[config.mk]
export PLATFORM = sky130hd
export DESIGN_NAME = diff_drive_wheel_speed_pid
export DESIGN_NICKNAME = d
export VERILOG_FILES = /design/src/hdl/ddws_pkg.sv /design/src/hdl/diff_drive_wheel_speed_pid.sv /design/src/hdl/ddws_mul.sv /design/src/hdl/ddws_div.sv
export SDC_FILE = /design/constraint.sdc
export NUM_CORES = 2
export LEC_CHECK = 0
export ABC_CLOCK_PERIOD_IN_PS = 14100
export BUFFER_PORTS_ARGS = -buffer_cell sky130_fd_sc_hd__buf_2
export CORE_MARGIN = 8
export CORE_UTILIZATION = 35
export CTS_BUF_LIST = sky130_fd_sc_hd__clkbuf_8
export CTS_CLUSTER_DIAMETER = 150
export DETAILED_ROUTE_END_ITERATION = 12
export GPL_TIMING_DRIVEN = 0
export PLACE_DENSITY = 0.59
export SLEW_MARGIN = 20
export SYNTH_ARGS = -nofsm -noshare
export SYNTH_HDL_FRONTEND = slang
export SYNTH_SLANG_ARGS = --single-unit
[constraint.sdc]
create_clock -name clock -period 14.1 [get_ports clock]
set_input_delay 2.82 -clock clock [delete_from_list [all_inputs] [get_ports clock]]
set_output_delay 2.82 -clock clock [all_outputs]
set_load 0.1 [all_outputs]
[src/hdl/ddws_pkg.sv]
// Package: types and constants of the wheel speed PID block.
`timescale 1ns / 1ps
package ddws_pkg;

   localparam int MUL_A_W = 56;
   localparam int MUL_B_W = 32;
   localparam int PROD_W  = 88;
   localparam int NUM_W   = 88;
   localparam int DEN_W   = 60;
   localparam int QUO_W   = 41;

   // 10^6 * round(2*pi*2^32)
   localparam logic [54:0] EST_C = 55'd26986075409000000;
   localparam logic [QUO_W-1:0] EST_CAP = 41'h10000000000;
   localparam logic [DEN_W-1:0] MILLION = 60'd1000000;

   typedef enum logic [1:0] {
      OP_TWIST = 2'd0,
      OP_LEFT  = 2'd1,
      OP_RIGHT = 2'd2,
      OP_TICK  = 2'd3
   } opcode_type;

   typedef enum logic [2:0] {
      REG_GAINS_LEFT  = 3'd0,
      REG_GAINS_RIGHT = 3'd1,
      REG_RATE_LIMIT  = 3'd2,
      REG_INT_CAP     = 3'd3,
      REG_INV_RADIUS  = 3'd4,
      REG_HALF_TRACK  = 3'd5,
      REG_CPR         = 3'd6
   } reg_index_type;

   typedef enum logic [3:0] {
      ST_IDLE, ST_HW, ST_DES, ST_EST_DEN, ST_EST_NUM, ST_EST_DIV, ST_ERR,
      ST_INT_MUL, ST_INT_DIV, ST_P, ST_I, ST_D, ST_FIN, ST_OUT
   } state_type;

   typedef struct packed {
      logic [1:0]          opcode;
      logic signed [15:0]  lin_speed;
      logic signed [15:0]  ang_speed;
      logic signed [31:0]  encoder_count;
      logic [19:0]         elapsed_us;
   } req_type;

   typedef struct packed {
      logic signed [31:0] drive_left;
      logic signed [31:0] drive_right;
   } rsp_type;

   typedef struct packed {
      logic busy;
      logic done;
   } unit_stat_type;

   function automatic logic signed [31:0] sat32(input logic signed [63:0] x);
      if (x > 64'sd2147483647) begin
         return 32'sh7fffffff;
      end else if (x < -64'sd2147483648) begin
         return 32'sh80000000;
      end
      return x[31:0];
   endfunction

endpackage

[src/hdl/diff_drive_wheel_speed_pid.sv]
// Top level: differential drive wheel speed PID with serial multiply and divide units.
// Twist and encoder beats give no result. A tick beat's result comes from the
// bit-serial multiplier and the restoring divider, both shared by the two wheels;
// the rate estimate is skipped when elapsed_us or counts_per_rev is 0, and the
// PID products when a desired rate is 0.
// One tick at a time; synchronous reset loads config and controller registers.
`timescale 1ns / 1ps
module diff_drive_wheel_speed_pid #(
   parameter int FRAC_BITS  = 16,
   parameter int COUNT_BITS = 32
) (
   input  logic               clock,
   input  logic               reset,
   input  logic               req_valid,
   output logic               req_stall,
   input  ddws_pkg::req_type  req_data,
   output logic               rsp_valid,
   input  logic               rsp_stall,
   output ddws_pkg::rsp_type  rsp_data,
   input  logic               psel,
   input  logic               penable,
   input  logic               pwrite,
   input  logic [5:0]         paddr,
   input  logic [63:0]        pwdata,
   output logic [63:0]        prdata,
   output logic               pready
);
   import ddws_pkg::*;

   localparam int CB     = COUNT_BITS;
   localparam int DES_W  = FRAC_BITS + 10;   // holds +-rate_limit at any FRAC_BITS
   localparam int DES_SH = 36 - FRAC_BITS;
   localparam int DEN_SH = 32 - FRAC_BITS;
   localparam int LIM_SH = FRAC_BITS - 8;

   // ---------------- configuration registers ----------------
   logic [47:0] gains_l_ff, gains_r_ff;
   logic [15:0] rate_lim_ff, inv_r_ff, half_tr_ff, cpr_ff;
   logic [30:0] icap_ff;
   logic        csr_wr;

   assign pready = 1'b1;
   assign csr_wr = psel & penable & pwrite & pready;

   always_ff @(posedge clock) begin
      if (reset) begin
         gains_l_ff  <= '0;
         gains_r_ff  <= '0;
         rate_lim_ff <= 16'd65535;
         icap_ff     <= 31'h7fffffff;
         inv_r_ff    <= 16'd5120;
         half_tr_ff  <= 16'd7209;
         cpr_ff      <= 16'd1185;
      end else if (csr_wr) begin
         unique case (paddr[5:3])
            REG_GAINS_LEFT:  gains_l_ff  <= pwdata[47:0];
            REG_GAINS_RIGHT: gains_r_ff  <= pwdata[47:0];
            REG_RATE_LIMIT:  rate_lim_ff <= pwdata[15:0];
            REG_INT_CAP:     icap_ff     <= pwdata[30:0];
            REG_INV_RADIUS:  inv_r_ff    <= pwdata[15:0];
            REG_HALF_TRACK:  half_tr_ff  <= pwdata[15:0];
            REG_CPR:         cpr_ff      <= pwdata[15:0];
            default: ;
         endcase
      end
   end

   always_comb begin
      unique case (paddr[5:3])
         REG_GAINS_LEFT:  prdata = {16'd0, gains_l_ff};
         REG_GAINS_RIGHT: prdata = {16'd0, gains_r_ff};
         REG_RATE_LIMIT:  prdata = {48'd0, rate_lim_ff};
         REG_INT_CAP:     prdata = {33'd0, icap_ff};
         REG_INV_RADIUS:  prdata = {48'd0, inv_r_ff};
         REG_HALF_TRACK:  prdata = {48'd0, half_tr_ff};
         REG_CPR:         prdata = {48'd0, cpr_ff};
         default:         prdata = '0;
      endcase
   end

   // ---------------- controller state ----------------
   state_type state_ff, state_in;
   logic      go_ff;

   logic signed [15:0] held_lin_ff, held_lin_in, held_ang_ff, held_ang_in;
   logic [CB-1:0]      lat_ff [2];
   logic [CB-1:0]      lat_in [2];
   logic [CB-1:0]      prv_ff [2];
   logic [CB-1:0]      prv_in [2];
   logic signed [31:0] ist_ff [2];
   logic signed [31:0] ist_in [2];
   logic signed [31:0] perr_ff [2];
   logic signed [31:0] perr_in [2];
   logic [1:0]         stale_ff, stale_in, stale_up;

   // per-tick working registers
   logic [19:0]             us_ff, us_in;
   logic                    sel_ff, sel_in, neg_ff, neg_in;
   logic signed [32:0]      hw_ff, hw_in;
   logic signed [DES_W-1:0] des_ff, des_in;
   logic [DEN_W-1:0]        den_ff, den_in;
   logic [NUM_W-1:0]        num_ff, num_in;
   logic signed [41:0]      est_ff, est_in;
   logic signed [31:0]      err_ff, err_in, integ_ff, integ_in;
   logic signed [51:0]      acc_ff, acc_in;
   logic signed [31:0]      drv_l_ff, drv_l_in, drv_r_ff, drv_r_in;
   logic                    rsp_valid_ff, rsp_valid_in;
   rsp_type                 rsp_ff, rsp_in;

   // shared serial units
   logic                        mul_start, div_start;
   logic signed [MUL_A_W-1:0]   mul_a;
   logic [MUL_B_W-1:0]          mul_b;
   logic [5:0]                  mul_n;
   unit_stat_type               mul_stat, div_stat;
   logic signed [PROD_W-1:0]    mul_prod;
   logic [NUM_W-1:0]            div_num;
   logic [DEN_W-1:0]            div_den;
   logic [6:0]                  div_n;
   logic [QUO_W-1:0]            div_q;
   logic                        div_ovf;

   ddws_mul u_mul (
      .clock (clock), .reset (reset), .start (mul_start), .a (mul_a), .b (mul_b),
      .nbits (mul_n), .stat (mul_stat), .prod (mul_prod)
   );

   ddws_div u_div (
      .clock (clock), .reset (reset), .start (div_start), .num (div_num), .den (div_den),
      .nbits (div_n), .stat (div_stat), .quot (div_q), .ovf (div_ovf)
   );

   logic req_acc, est_skip;
   assign req_acc  = req_valid & ~req_stall;
   assign est_skip = (us_ff == 20'd0) || (cpr_ff == 16'd0);

   // ---------------- combinational datapath ----------------
   logic [47:0]             gains;
   logic signed [33:0]      s_val, hw_x;
   logic signed [49:0]      des_p, des_sh, lim50, des_cl;
   logic [CB-1:0]           d_raw, mag;
   logic signed [CB:0]      delta;
   logic [QUO_W-1:0]        est_r;
   logic signed [41:0]      est_val;
   logic signed [43:0]      diff44;
   logic signed [31:0]      err_val, drive_val;
   logic signed [52:0]      ix;
   logic [51:0]             ix_mag;
   logic signed [33:0]      quo34;
   logic signed [34:0]      isum, cap35, isat;
   logic signed [32:0]      ediff;
   logic signed [51:0]      acc_sh;

   always_comb begin
      gains  = sel_ff ? gains_r_ff : gains_l_ff;
      hw_x   = {hw_ff[32], hw_ff};
      s_val  = sel_ff ? {{2{held_lin_ff[15]}}, held_lin_ff, 16'd0} + hw_x
                      : {{2{held_lin_ff[15]}}, held_lin_ff, 16'd0} - hw_x;
      des_p  = mul_prod[49:0];
      des_sh = des_p >>> DES_SH;
      lim50  = $signed(50'(rate_lim_ff) << LIM_SH);
      if (des_sh > lim50) begin
         des_cl = lim50;
      end else if (des_sh < -lim50) begin
         des_cl = -lim50;
      end else begin
         des_cl = des_sh;
      end
      // right wheel count runs opposite to forward motion
      d_raw  = lat_ff[sel_ff] - prv_ff[sel_ff];
      delta  = sel_ff ? -$signed({d_raw[CB-1], d_raw}) : $signed({d_raw[CB-1], d_raw});
      mag    = delta[CB] ? CB'(-delta) : CB'(delta);
      est_r  = (div_ovf || div_q > EST_CAP) ? EST_CAP : div_q;
      est_val = delta[CB] ? -$signed({1'b0, est_r}) : $signed({1'b0, est_r});
      diff44 = {{(44-DES_W){des_ff[DES_W-1]}}, des_ff} - {{2{est_ff[41]}}, est_ff};
      err_val = sat32({{20{diff44[43]}}, diff44});
      // integrator step: floor(err*us / 10^6) on the magnitude
      ix     = mul_prod[52:0];
      ix_mag = ix[52] ? ~ix[51:0] : ix[51:0];
      quo34  = neg_ff ? ~{1'b0, div_q[32:0]} : {1'b0, div_q[32:0]};
      isum   = {{3{ist_ff[sel_ff][31]}}, ist_ff[sel_ff]} + {quo34[33], quo34};
      cap35  = {4'd0, icap_ff};
      if (isum > cap35) begin
         isat = cap35;
      end else if (isum < -cap35) begin
         isat = -cap35;
      end else begin
         isat = isum;
      end
      ediff  = {err_ff[31], err_ff} - {perr_ff[sel_ff][31], perr_ff[sel_ff]};
      acc_sh = acc_ff >>> 8;
      drive_val = sat32({{12{acc_sh[51]}}, acc_sh});
   end

   // ---------------- next state ----------------
   always_comb begin
      state_in = state_ff;
      unique case (state_ff)
         ST_IDLE:    if (req_acc && req_data.opcode == OP_TICK) state_in = ST_HW;
         ST_HW:      if (mul_stat.done) state_in = ST_DES;
         ST_DES:     if (mul_stat.done) state_in = est_skip ? ST_ERR : ST_EST_DEN;
         ST_EST_DEN: if (mul_stat.done) state_in = ST_EST_NUM;
         ST_EST_NUM: if (mul_stat.done) state_in = ST_EST_DIV;
         ST_EST_DIV: if (div_stat.done) state_in = ST_ERR;
         ST_ERR:     state_in = ST_INT_MUL;
         ST_INT_MUL: if (mul_stat.done) state_in = ST_INT_DIV;
         ST_INT_DIV: if (div_stat.done) state_in = (des_ff == '0) ? ST_FIN : ST_P;
         ST_P:       if (mul_stat.done) state_in = ST_I;
         ST_I:       if (mul_stat.done) state_in = ST_D;
         ST_D:       if (mul_stat.done) state_in = ST_FIN;
         ST_FIN:     state_in = sel_ff ? ST_OUT : ST_DES;
         ST_OUT:     if (!rsp_valid_ff || !rsp_stall) state_in = ST_IDLE;
         default:    state_in = ST_IDLE;
      endcase
   end

   // ---------------- unit control outputs ----------------
   always_comb begin
      mul_start = 1'b0;
      div_start = 1'b0;
      mul_a     = '0;
      mul_b     = '0;
      mul_n     = 6'd16;
      div_num   = num_ff;
      div_den   = den_ff;
      div_n     = 7'(NUM_W);
      req_stall = (state_ff != ST_IDLE);
      unique case (state_ff)
         ST_HW: begin
            mul_start = go_ff;
            mul_a     = MUL_A_W'(held_ang_ff);
            mul_b     = {16'd0, half_tr_ff};
         end
         ST_DES: begin
            mul_start = go_ff;
            mul_a     = MUL_A_W'(s_val);
            mul_b     = {16'd0, inv_r_ff};
         end
         ST_EST_DEN: begin
            mul_start = go_ff;
            mul_a     = $signed({36'd0, us_ff});
            mul_b     = {16'd0, cpr_ff};
         end
         ST_EST_NUM: begin
            mul_start = go_ff;
            mul_a     = $signed({1'b0, EST_C});
            mul_b     = MUL_B_W'(mag);
            mul_n     = 6'(CB);
         end
         ST_EST_DIV: div_start = go_ff;
         ST_INT_MUL: begin
            mul_start = go_ff;
            mul_a     = MUL_A_W'(err_ff);
            mul_b     = {12'd0, us_ff};
            mul_n     = 6'd20;
         end
         ST_INT_DIV: begin
            div_start = go_ff;
            div_den   = MILLION;
            div_n     = 7'd52;
         end
         ST_P: begin
            mul_start = go_ff;
            mul_a     = MUL_A_W'(err_ff);
            mul_b     = {16'd0, gains[47:32]};
         end
         ST_I: begin
            mul_start = go_ff;
            mul_a     = MUL_A_W'(integ_ff);
            mul_b     = {16'd0, gains[31:16]};
         end
         ST_D: begin
            mul_start = go_ff;
            mul_a     = MUL_A_W'(ediff);
            mul_b     = {16'd0, gains[15:0]};
         end
         default: ;
      endcase
   end

   // ---------------- datapath register updates ----------------
   always_comb begin
      held_lin_in  = held_lin_ff;
      held_ang_in  = held_ang_ff;
      lat_in       = lat_ff;
      prv_in       = prv_ff;
      ist_in       = ist_ff;
      perr_in      = perr_ff;
      stale_in     = stale_ff;
      us_in        = us_ff;
      sel_in       = sel_ff;
      neg_in       = neg_ff;
      hw_in        = hw_ff;
      des_in       = des_ff;
      den_in       = den_ff;
      num_in       = num_ff;
      est_in       = est_ff;
      err_in       = err_ff;
      integ_in     = integ_ff;
      acc_in       = acc_ff;
      drv_l_in     = drv_l_ff;
      drv_r_in     = drv_r_ff;
      rsp_in       = rsp_ff;
      rsp_valid_in = rsp_valid_ff & rsp_stall;
      stale_up     = (stale_ff == 2'd3) ? 2'd3 : stale_ff + 2'd1;
      case (state_ff)
         ST_IDLE: begin
            if (req_acc) begin
               case (req_data.opcode)
                  OP_TWIST: begin
                     held_lin_in = req_data.lin_speed;
                     held_ang_in = req_data.ang_speed;
                  end
                  OP_LEFT: begin
                     lat_in[0] = req_data.encoder_count[CB-1:0];
                     stale_in  = 2'd0;
                  end
                  OP_RIGHT: begin
                     lat_in[1] = req_data.encoder_count[CB-1:0];
                     stale_in  = 2'd0;
                  end
                  default: begin
                     us_in  = req_data.elapsed_us;
                     sel_in = 1'b0;
                  end
               endcase
            end
         end
         ST_HW:      if (mul_stat.done) hw_in = mul_prod[32:0];
         ST_DES: begin
            if (mul_stat.done) begin
               des_in = des_cl[DES_W-1:0];
               est_in = '0;
            end
         end
         ST_EST_DEN: begin
            if (mul_stat.done) den_in = DEN_W'(mul_prod[35:0]) << DEN_SH;
         end
         ST_EST_NUM: if (mul_stat.done) num_in = mul_prod[NUM_W-1:0];
         ST_EST_DIV: if (div_stat.done) est_in = est_val;
         ST_ERR:     err_in = err_val;
         ST_INT_MUL: begin
            if (mul_stat.done) begin
               neg_in = ix[52];
               num_in = {ix_mag, 36'd0};
            end
         end
         ST_INT_DIV: if (div_stat.done) integ_in = isat[31:0];
         ST_P:       if (mul_stat.done) acc_in = mul_prod[51:0];
         ST_I, ST_D: if (mul_stat.done) acc_in = acc_ff + mul_prod[51:0];
         ST_FIN: begin
            // zero desired rate: integrator cleared, drive forced to zero
            perr_in[sel_ff] = err_ff;
            ist_in[sel_ff]  = (des_ff == '0) ? 32'sd0 : integ_ff;
            prv_in[sel_ff]  = lat_ff[sel_ff];
            if (sel_ff) begin
               drv_r_in = (des_ff == '0) ? 32'sd0 : drive_val;
            end else begin
               drv_l_in = (des_ff == '0) ? 32'sd0 : drive_val;
            end
            sel_in = 1'b1;
         end
         ST_OUT: begin
            if (!rsp_valid_ff || !rsp_stall) begin
               rsp_in.drive_left  = drv_l_ff;
               rsp_in.drive_right = drv_r_ff;
               rsp_valid_in       = 1'b1;
               stale_in           = stale_up;
               // two ticks with no encoder report: drop command and counts
               if (stale_up >= 2'd2) begin
                  held_lin_in = '0;
                  held_ang_in = '0;
                  lat_in[0]   = '0;
                  lat_in[1]   = '0;
               end
            end
         end
         default: ;
      endcase
   end

   always_ff @(posedge clock) begin
      if (reset) begin
         state_ff     <= ST_IDLE;
         go_ff        <= 1'b0;
         rsp_valid_ff <= 1'b0;
         held_lin_ff  <= '0;
         held_ang_ff  <= '0;
         lat_ff[0]    <= '0;
         lat_ff[1]    <= '0;
         prv_ff[0]    <= '0;
         prv_ff[1]    <= '0;
         ist_ff[0]    <= '0;
         ist_ff[1]    <= '0;
         perr_ff[0]   <= '0;
         perr_ff[1]   <= '0;
         stale_ff     <= '0;
         sel_ff       <= 1'b0;
      end else begin
         state_ff     <= state_in;
         go_ff        <= (state_in != state_ff);
         rsp_valid_ff <= rsp_valid_in;
         held_lin_ff  <= held_lin_in;
         held_ang_ff  <= held_ang_in;
         lat_ff       <= lat_in;
         prv_ff       <= prv_in;
         ist_ff       <= ist_in;
         perr_ff      <= perr_in;
         stale_ff     <= stale_in;
         sel_ff       <= sel_in;
      end
      us_ff    <= us_in;
      neg_ff   <= neg_in;
      hw_ff    <= hw_in;
      des_ff   <= des_in;
      den_ff   <= den_in;
      num_ff   <= num_in;
      est_ff   <= est_in;
      err_ff   <= err_in;
      integ_ff <= integ_in;
      acc_ff   <= acc_in;
      drv_l_ff <= drv_l_in;
      drv_r_ff <= drv_r_in;
      rsp_ff   <= rsp_in;
   end

   assign rsp_valid = rsp_valid_ff;
   assign rsp_data  = rsp_ff;

endmodule

[src/hdl/ddws_mul.sv]
// Bit-serial shift-add multiplier: signed multiplicand, unsigned multiplier.
`timescale 1ns / 1ps
module ddws_mul (
   input  logic                                  clock,
   input  logic                                  reset,
   input  logic                                  start,
   input  logic signed [ddws_pkg::MUL_A_W-1:0]   a,
   input  logic [ddws_pkg::MUL_B_W-1:0]          b,
   input  logic [5:0]                            nbits,
   output ddws_pkg::unit_stat_type               stat,
   output logic signed [ddws_pkg::PROD_W-1:0]    prod
);
   import ddws_pkg::*;

   logic                     busy_ff, busy_in, done_ff, done_in;
   logic [5:0]               cnt_ff, cnt_in;
   logic signed [PROD_W-1:0] a_ff, a_in, acc_ff, acc_in;
   logic [MUL_B_W-1:0]       b_ff, b_in;

   always_comb begin
      busy_in = busy_ff;
      done_in = 1'b0;
      cnt_in  = cnt_ff;
      a_in    = a_ff;
      b_in    = b_ff;
      acc_in  = acc_ff;
      if (start) begin
         acc_in  = '0;
         a_in    = {{(PROD_W-MUL_A_W){a[MUL_A_W-1]}}, a};
         b_in    = b;
         cnt_in  = nbits;
         busy_in = 1'b1;
      end else if (busy_ff) begin
         if (b_ff[0]) begin
            acc_in = acc_ff + a_ff;
         end
         a_in   = a_ff <<< 1;
         b_in   = b_ff >> 1;
         cnt_in = cnt_ff - 6'd1;
         if (cnt_ff == 6'd1) begin
            busy_in = 1'b0;
            done_in = 1'b1;
         end
      end
   end

   always_ff @(posedge clock) begin
      if (reset) begin
         busy_ff <= 1'b0;
         done_ff <= 1'b0;
      end else begin
         busy_ff <= busy_in;
         done_ff <= done_in;
      end
      cnt_ff <= cnt_in;
      a_ff   <= a_in;
      b_ff   <= b_in;
      acc_ff <= acc_in;
   end

   assign stat.busy = busy_ff;
   assign stat.done = done_ff;
   assign prod      = acc_ff;

endmodule

[src/hdl/ddws_div.sv]
// Restoring divider, one quotient bit per cycle, saturation flag past the quotient width.
`timescale 1ns / 1ps
module ddws_div (
   input  logic                           clock,
   input  logic                           reset,
   input  logic                           start,
   input  logic [ddws_pkg::NUM_W-1:0]     num,
   input  logic [ddws_pkg::DEN_W-1:0]     den,
   input  logic [6:0]                     nbits,
   output ddws_pkg::unit_stat_type        stat,
   output logic [ddws_pkg::QUO_W-1:0]     quot,
   output logic                           ovf
);
   import ddws_pkg::*;

   logic               busy_ff, busy_in, done_ff, done_in, ovf_ff, ovf_in, ge;
   logic [6:0]         cnt_ff, cnt_in;
   logic [DEN_W:0]     rem_ff, rem_in, trial;
   logic [NUM_W-1:0]   n_ff, n_in;
   logic [DEN_W-1:0]   d_ff, d_in;
   logic [QUO_W-1:0]   q_ff, q_in;

   always_comb begin
      busy_in = busy_ff;
      done_in = 1'b0;
      cnt_in  = cnt_ff;
      rem_in  = rem_ff;
      n_in    = n_ff;
      d_in    = d_ff;
      q_in    = q_ff;
      ovf_in  = ovf_ff;
      trial   = {rem_ff[DEN_W-1:0], n_ff[NUM_W-1]};
      ge      = trial >= {1'b0, d_ff};
      if (start) begin
         rem_in  = '0;
         n_in    = num;
         d_in    = den;
         q_in    = '0;
         ovf_in  = 1'b0;
         cnt_in  = nbits;
         busy_in = 1'b1;
      end else if (busy_ff) begin
         rem_in = ge ? trial - {1'b0, d_ff} : trial;
         q_in   = {q_ff[QUO_W-2:0], ge};
         ovf_in = ovf_ff | q_ff[QUO_W-1];
         n_in   = n_ff << 1;
         cnt_in = cnt_ff - 7'd1;
         if (cnt_ff == 7'd1) begin
            busy_in = 1'b0;
            done_in = 1'b1;
         end
      end
   end

   always_ff @(posedge clock) begin
      if (reset) begin
         busy_ff <= 1'b0;
         done_ff <= 1'b0;
      end else begin
         busy_ff <= busy_in;
         done_ff <= done_in;
      end
      cnt_ff <= cnt_in;
      rem_ff <= rem_in;
      n_ff   <= n_in;
      d_ff   <= d_in;
      q_ff   <= q_in;
      ovf_ff <= ovf_in;
   end

   assign stat.busy = busy_ff;
   assign stat.done = done_ff;
   assign quot      = q_ff;
   assign ovf       = ovf_ff;

endmodule

### Word-level counts from Yosys, hierarchy flattened

Cells that the tools add are included.

* multiplexer cells: 116
* eq/ne operators: 40
* order comparisons: 13
* add/sub/neg operators: 17
* bitwise gates (word level): 13
* reduce and logical (&&, ||, !) cells: 54

Operator list (number)
* two-way mux 32 bit: 27
* two-way mux 88 bit: 6
* case mux 56 bit (7 select lines): 1
* case mux 48 bit (7 select lines): 1
* case mux 32 bit (8 select lines): 1
* bitwise mux 64 bit: 3
* two-way mux 64 bit: 3
* case mux 88 bit (2 select lines): 1
* two-way mux 52 bit: 3
* case mux 64 bit (2 select lines): 1
* two-way mux 42 bit: 3
* case mux 52 bit (2 select lines): 1
* two-way mux 16 bit: 6
* adder 88 bit: 1
* case mux 42 bit (2 select lines): 1
* two-way mux 34 bit: 2
* case mux 16 bit (2 select lines): 2
* greater-or-equal comparator 61 x 52 -> 1 bit: 1
* two-way mux 60 bit: 1
* subtractor 60 x 52 -> 60 bit: 1
* case mux 4 bit (14 select lines): 1
* adder 52 bit: 1
* two-way mux 4 bit: 13
* inverter 52 bit: 1
* other kinds (77): 171

* register bits: 1432
* input port bits: 163
* output and inout port bits: 131
* logic and storage cells: 305

### Logic depth before layout (Yosys ltp)

* depth after elaboration: 11
* mapped depth: 36

### Hierarchy

From an unflattened synthesis, not the netlist that was laid out.

* cell total of the unflattened synthesis: 9611
* area total of the unflattened synthesis: 87326.3 um2

By module, submodules not included
* diff_drive_wheel_speed_pid: seq. area each 24483.5 um2, instances 1, cells an instance 6763, area each 59807.4 um2
* ddws_div: seq. area each 6736.5 um2, instances 1, cells an instance 1320, area each 13769.5 um2
* ddws_mul: seq. area each 5585.4 um2, instances 1, cells an instance 1528, area each 13749.4 um2

### Least setup slack after synthesis

No wires, ideal clock.

* path type: input to output
* start: input paddr[5]
* end: output prdata[8]
* arrival time: 6.245 ns
* slack: 5.035 ns
* stages: 6
* cell sequence: clkbuf_1 -> buf_1 -> clkbuf_1 -> clkbuf_1 -> a31oi_1 -> o21ai_0

* cells in the longest elaborated chain, start to end: 2

Ends and longest elaborated chain
* from (decl): RTL line diff_drive_wheel_speed_pid.sv:23 `input logic [5:0] paddr,`
* == test 3 bit, or another cell as far along: RTL line diff_drive_wheel_speed_pid.sv:69 `unique case (paddr[5:3])`
* case mux 48 bit (7 select lines) (*): RTL line diff_drive_wheel_speed_pid.sv:69
* to (decl): RTL line diff_drive_wheel_speed_pid.sv:25 `output logic [63:0] prdata,`

Mark *: on every way between the ends. The rest lies on a longest branch, timed or not.

### Worst setup path in the final report

* start: register sel_ff
* end: register integ_ff[25], data pin

* cells in the longest elaborated chain, start to end: 8

Ends and longest elaborated chain
* from (decl): RTL line diff_drive_wheel_speed_pid.sv:98 `logic sel_ff, sel_in, neg_ff, neg_in;`
* from (signal assigned): RTL line diff_drive_wheel_speed_pid.sv:410 `sel_ff <= sel_in;`
* inverter 1 -> 2 bit (not written as such) (*): RTL line diff_drive_wheel_speed_pid.sv:181 `isum = {{3{ist_ff[sel_ff][31]}}, ist_ff[sel_ff]} + {quo34[33], quo34};`
* two-way mux 32 bit (not written as such) (*) (3 in a row): RTL line diff_drive_wheel_speed_pid.sv:181
* adder 32 x 34 -> 35 bit (*): RTL line diff_drive_wheel_speed_pid.sv:181
* less-than comparator 35 bit: RTL line diff_drive_wheel_speed_pid.sv:185 `end else if (isum < -cap35) begin`
* two-way mux 32 bit: RTL line diff_drive_wheel_speed_pid.sv:185
* two-way mux 31 bit (*): RTL line diff_drive_wheel_speed_pid.sv:183 `if (isum > cap35) begin`
* via isat[25]: RTL line diff_drive_wheel_speed_pid.sv:150 `logic signed [34:0] isum, cap35, isat;`
* to (signal assigned): RTL line diff_drive_wheel_speed_pid.sv:420 `integ_ff <= integ_in;`
* to (decl): RTL line diff_drive_wheel_speed_pid.sv:104 `logic signed [31:0] err_ff, err_in, integ_ff, integ_in;`

Mark *: on every way through the listed nets, which the timed path passes. The rest lies on a longest branch. The select of a mux whose other input is x is not followed.
A chain may end at the register's enable or synchronous reset.

==> metrics.cfg <==
[critical_path]
r2r-start=sel_ff
cp_max_fo=10
worstRegToRegCells=35
worstPathArrival_ns=13.06
cpLargestDelayFamily=buffers and inverters
path_buf_inv=10
critPathMostFrequentCell=nor2_1
required_ns=14.89
cp_slowest_cell=buf_1
critPathLaunchType=flip-flop
cp_slowest_stage_delay_ns=0.87
rrSetupSlack_ns=1.82
path_class=flip-flop to flip-flop
reg2reg_to=integ_ff[25]
endpoint_kind=flip-flop

[yosys]
syn_area_sq_um=84730
syn_inst=9539
async_flop_share=0
postSynthAreaPerCell_sq_um=8.883
synthDistinctLibCells=103
yosysTopAreaCellShare=0.2651
yosys_warnings=0
yosysMostFrequentCell=nand2_1
ys_ff_latch=1430
ys.flop_type=edfxtp_1
synthDominantAreaCellType=edfxtp_1
yosys-top-cells-area=edfxtp_1, dfxtp_1, ha_1, nand2_1, a21oi_1
synth_common_cells=nand2_1, a21oi_1, edfxtp_1
synth_enable_flop_cells=748
ys_seq_area_frac=0.4262

[floorplanning]
die_area_sq_um=258100
rows=180
die_y_um=508.0
io_pins=294
initial_core_util=0.3519
coreArea_sq_um=240800
die_w_um=508.0

[clocking]
cts_root_buf=clkbuf_8
clk_pin_slew_ns=0.06
post-cts-setup-buffers=0
postCtsResizedCells=0
clockBufferDepth=4
cts_buffers=280
htree_levels=5
insertion_delay_ns=1.05
cts_tree=yes
clock-sinks=1430
ctsHoldBuffers=0

[worst_hold_path]
hp-class=flip-flop to flip-flop
min_from=drv_l_ff[19]
hold_path_end=rsp_data[51]
hold_path_depth=0

[grt]
grt_pass1_wl_mm=490.0
grt_overflow=0
grt_pass1_vias=73300
grt_max_degree=55
grt.total_usage=0.2506
antenna_found_initial=25

[power_and_ir_drop]
ir_worst_vdd_mv=0.1009
leakage_uw=0.03756
p_sw_uw=4917
combPwrFrac=0.284
swShare=0.3676
power.internal_uw=8461
power_density_nw_per_um2=139.1
seqPwrFrac=0.400
p_clk_frac=0.316

[sta]
worst_slack_ns=1.824
setup_viol=0
fmax_mhz=81.46
fin_skew_ns=0.07725
grt_setup_unrepaired=false
finalCritPeriodShare=0.8706
hold_violations=0
slew_viol_final=0
slew-limit-headroom=0.1538
fin_crit_ns=12.28
tightestPinTransition_ns=1.269

[placed_design]
portBuffers=255
preCtsSetupSlack_ns=2.029
place_congestion=1.007
place_hpwl_mm=263.7
dpl_cell_area_sq_um=90670

[run_status]
outcome=finished clean

[detailed_routing]
antenna_left=0
drt-vias-per-instance=5.658
drc=0
routedWlPerCell_um=24.99
drt_iter0_drc=8140
drt-pass1-iter-count=7
wirelength_mm=337.8
vias=76470

[final_layout]
area_growth_pct=13.53
fin_nets=10770
fillCellCount=24180
drive_above_1_share=0.08819
post-route-cell-area_sq_um=96190

[run]
max_cap_violations=0

[stage by stage]
stage	setup TNS [ns]	hold WS, ns	total power, uW	cells	util
global placement	-4.181	0.4023	9071	12990	0.3740
global route	0	0.4150	14000	13510	0.3995
floorplan	0	0.4003	7725	9554	-
detailed placement	0	0.4045	9111	13020	0.3766
CTS	0	0.4080	13360	13500	0.3994
finish	0	0.4025	13380	13520	0.3996
[metal layers]
layer	GRT usage	routed length, um	vias to the layer above	share of wire
li1	-	-	35430	-
met1	0.3305	144000	36950	0.43
met2	0.3854	145300	3267	0.43
met3	0.05013	26630	810	0.079
met4	0.1368	21760	14	0.064
met5	0	91	-	0.00027
[cell type report]
type / instances / area [sq um] / share of cell area
Buffer: 588 / 2341 / 0.02434
Antenna cell: 12 / 30.03 / 0.0003122
Sequential cell: 1430 / 36130 / 0.3756
Multi-Input combinational cell: 7246 / 45380 / 0.4718
Inverter: 290 / 1089 / 0.01132
Timing Repair Buffer: 278 / 1752 / 0.01821
Clock buffer: 311 / 4280 / 0.04450
Clock inverter: 176 / 1206 / 0.01254
Tap cell: 3185 / 3985 / 0.04143
[layout by cell type, fill, tap and decap left out, types with 72 or more instances in the layout]
master and instances:
mux2_2 84, nand4_1 87, a21oi_1 1012, nor2b_1 103, clkbuf_1 476, buf_2 276, ha_1 483, nand3_1 261
xnor2_1 336, xor2_1 196, dfxtp_1 670, inv_1 369, a21o_1 261, and2_1 83, o21ai_0 451, o21a_1 101
nor2_1 733, edfxtp_1 748, a211oi_1 75, clkbuf_8 311, nand2_1 1545, mux2i_1 216, a221oi_1 72, nor3_1 103
[power groups by stage]
| stage | Clock [uW] | Sequential, uW | Combinational (uW) |
|---|---|---|---|
| after detailed placement | 0 | 5410 | 3700 |
| after floorplan | 0 | 4930 | 2790 |
| final | 4230 | 5350 | 3790 |
| after global placement | 0 | 5410 | 3660 |
| after CTS | 4310 | 5330 | 3720 |
| after global routing | 4490 | 5340 | 4160 |
[state kept, by name (all words and copies together), names as in the netlist, 60 cells and up]
| signal | count |
|---|---|
| u_div.rem_ff | 60 |
| div_num | 88 |
| u_mul.prod | 88 |
| lat_ff | 64 |
| u_div.n_ff | 88 |
| perr_ff | 64 |
| prv_ff | 64 |
| rsp_data | 64 |
| ist_ff | 64 |
| u_mul.a_ff | 88 |
[worst max path at each step]
stage	slack, ns	end	startpoint	cells after the start
after floorplan	5.04	prdata[8]	paddr[5]	6
after global placement	-0.39	integ_ff[25]	sel_ff	35
after detailed placement	2.03	integ_ff[25]	sel_ff	35
after CTS	2.01	integ_ff[25]	sel_ff	35
after global routing	1.35	integ_ff[25]	sel_ff	35
final	1.82	integ_ff[25]	sel_ff	35
[cell families (layout without fill, tap and decap cells)]
group	Yosys count	after routing	synth area share
buffers and inverters	878	1643	0.04013
AO/OA/AOI/OAI	2603	2603	0.1946
AND/OR/NAND/NOR	3300	3300	0.1733
adder cells (fa/ha/maj)	490	490	0.07297
flip-flops	1430	1430	0.4262
other	2	29	0.00008863
multiplexers	303	303	0.03748
XOR/XNOR	533	533	0.05518
No activity file was read; power rests on OpenSTA's default activity.
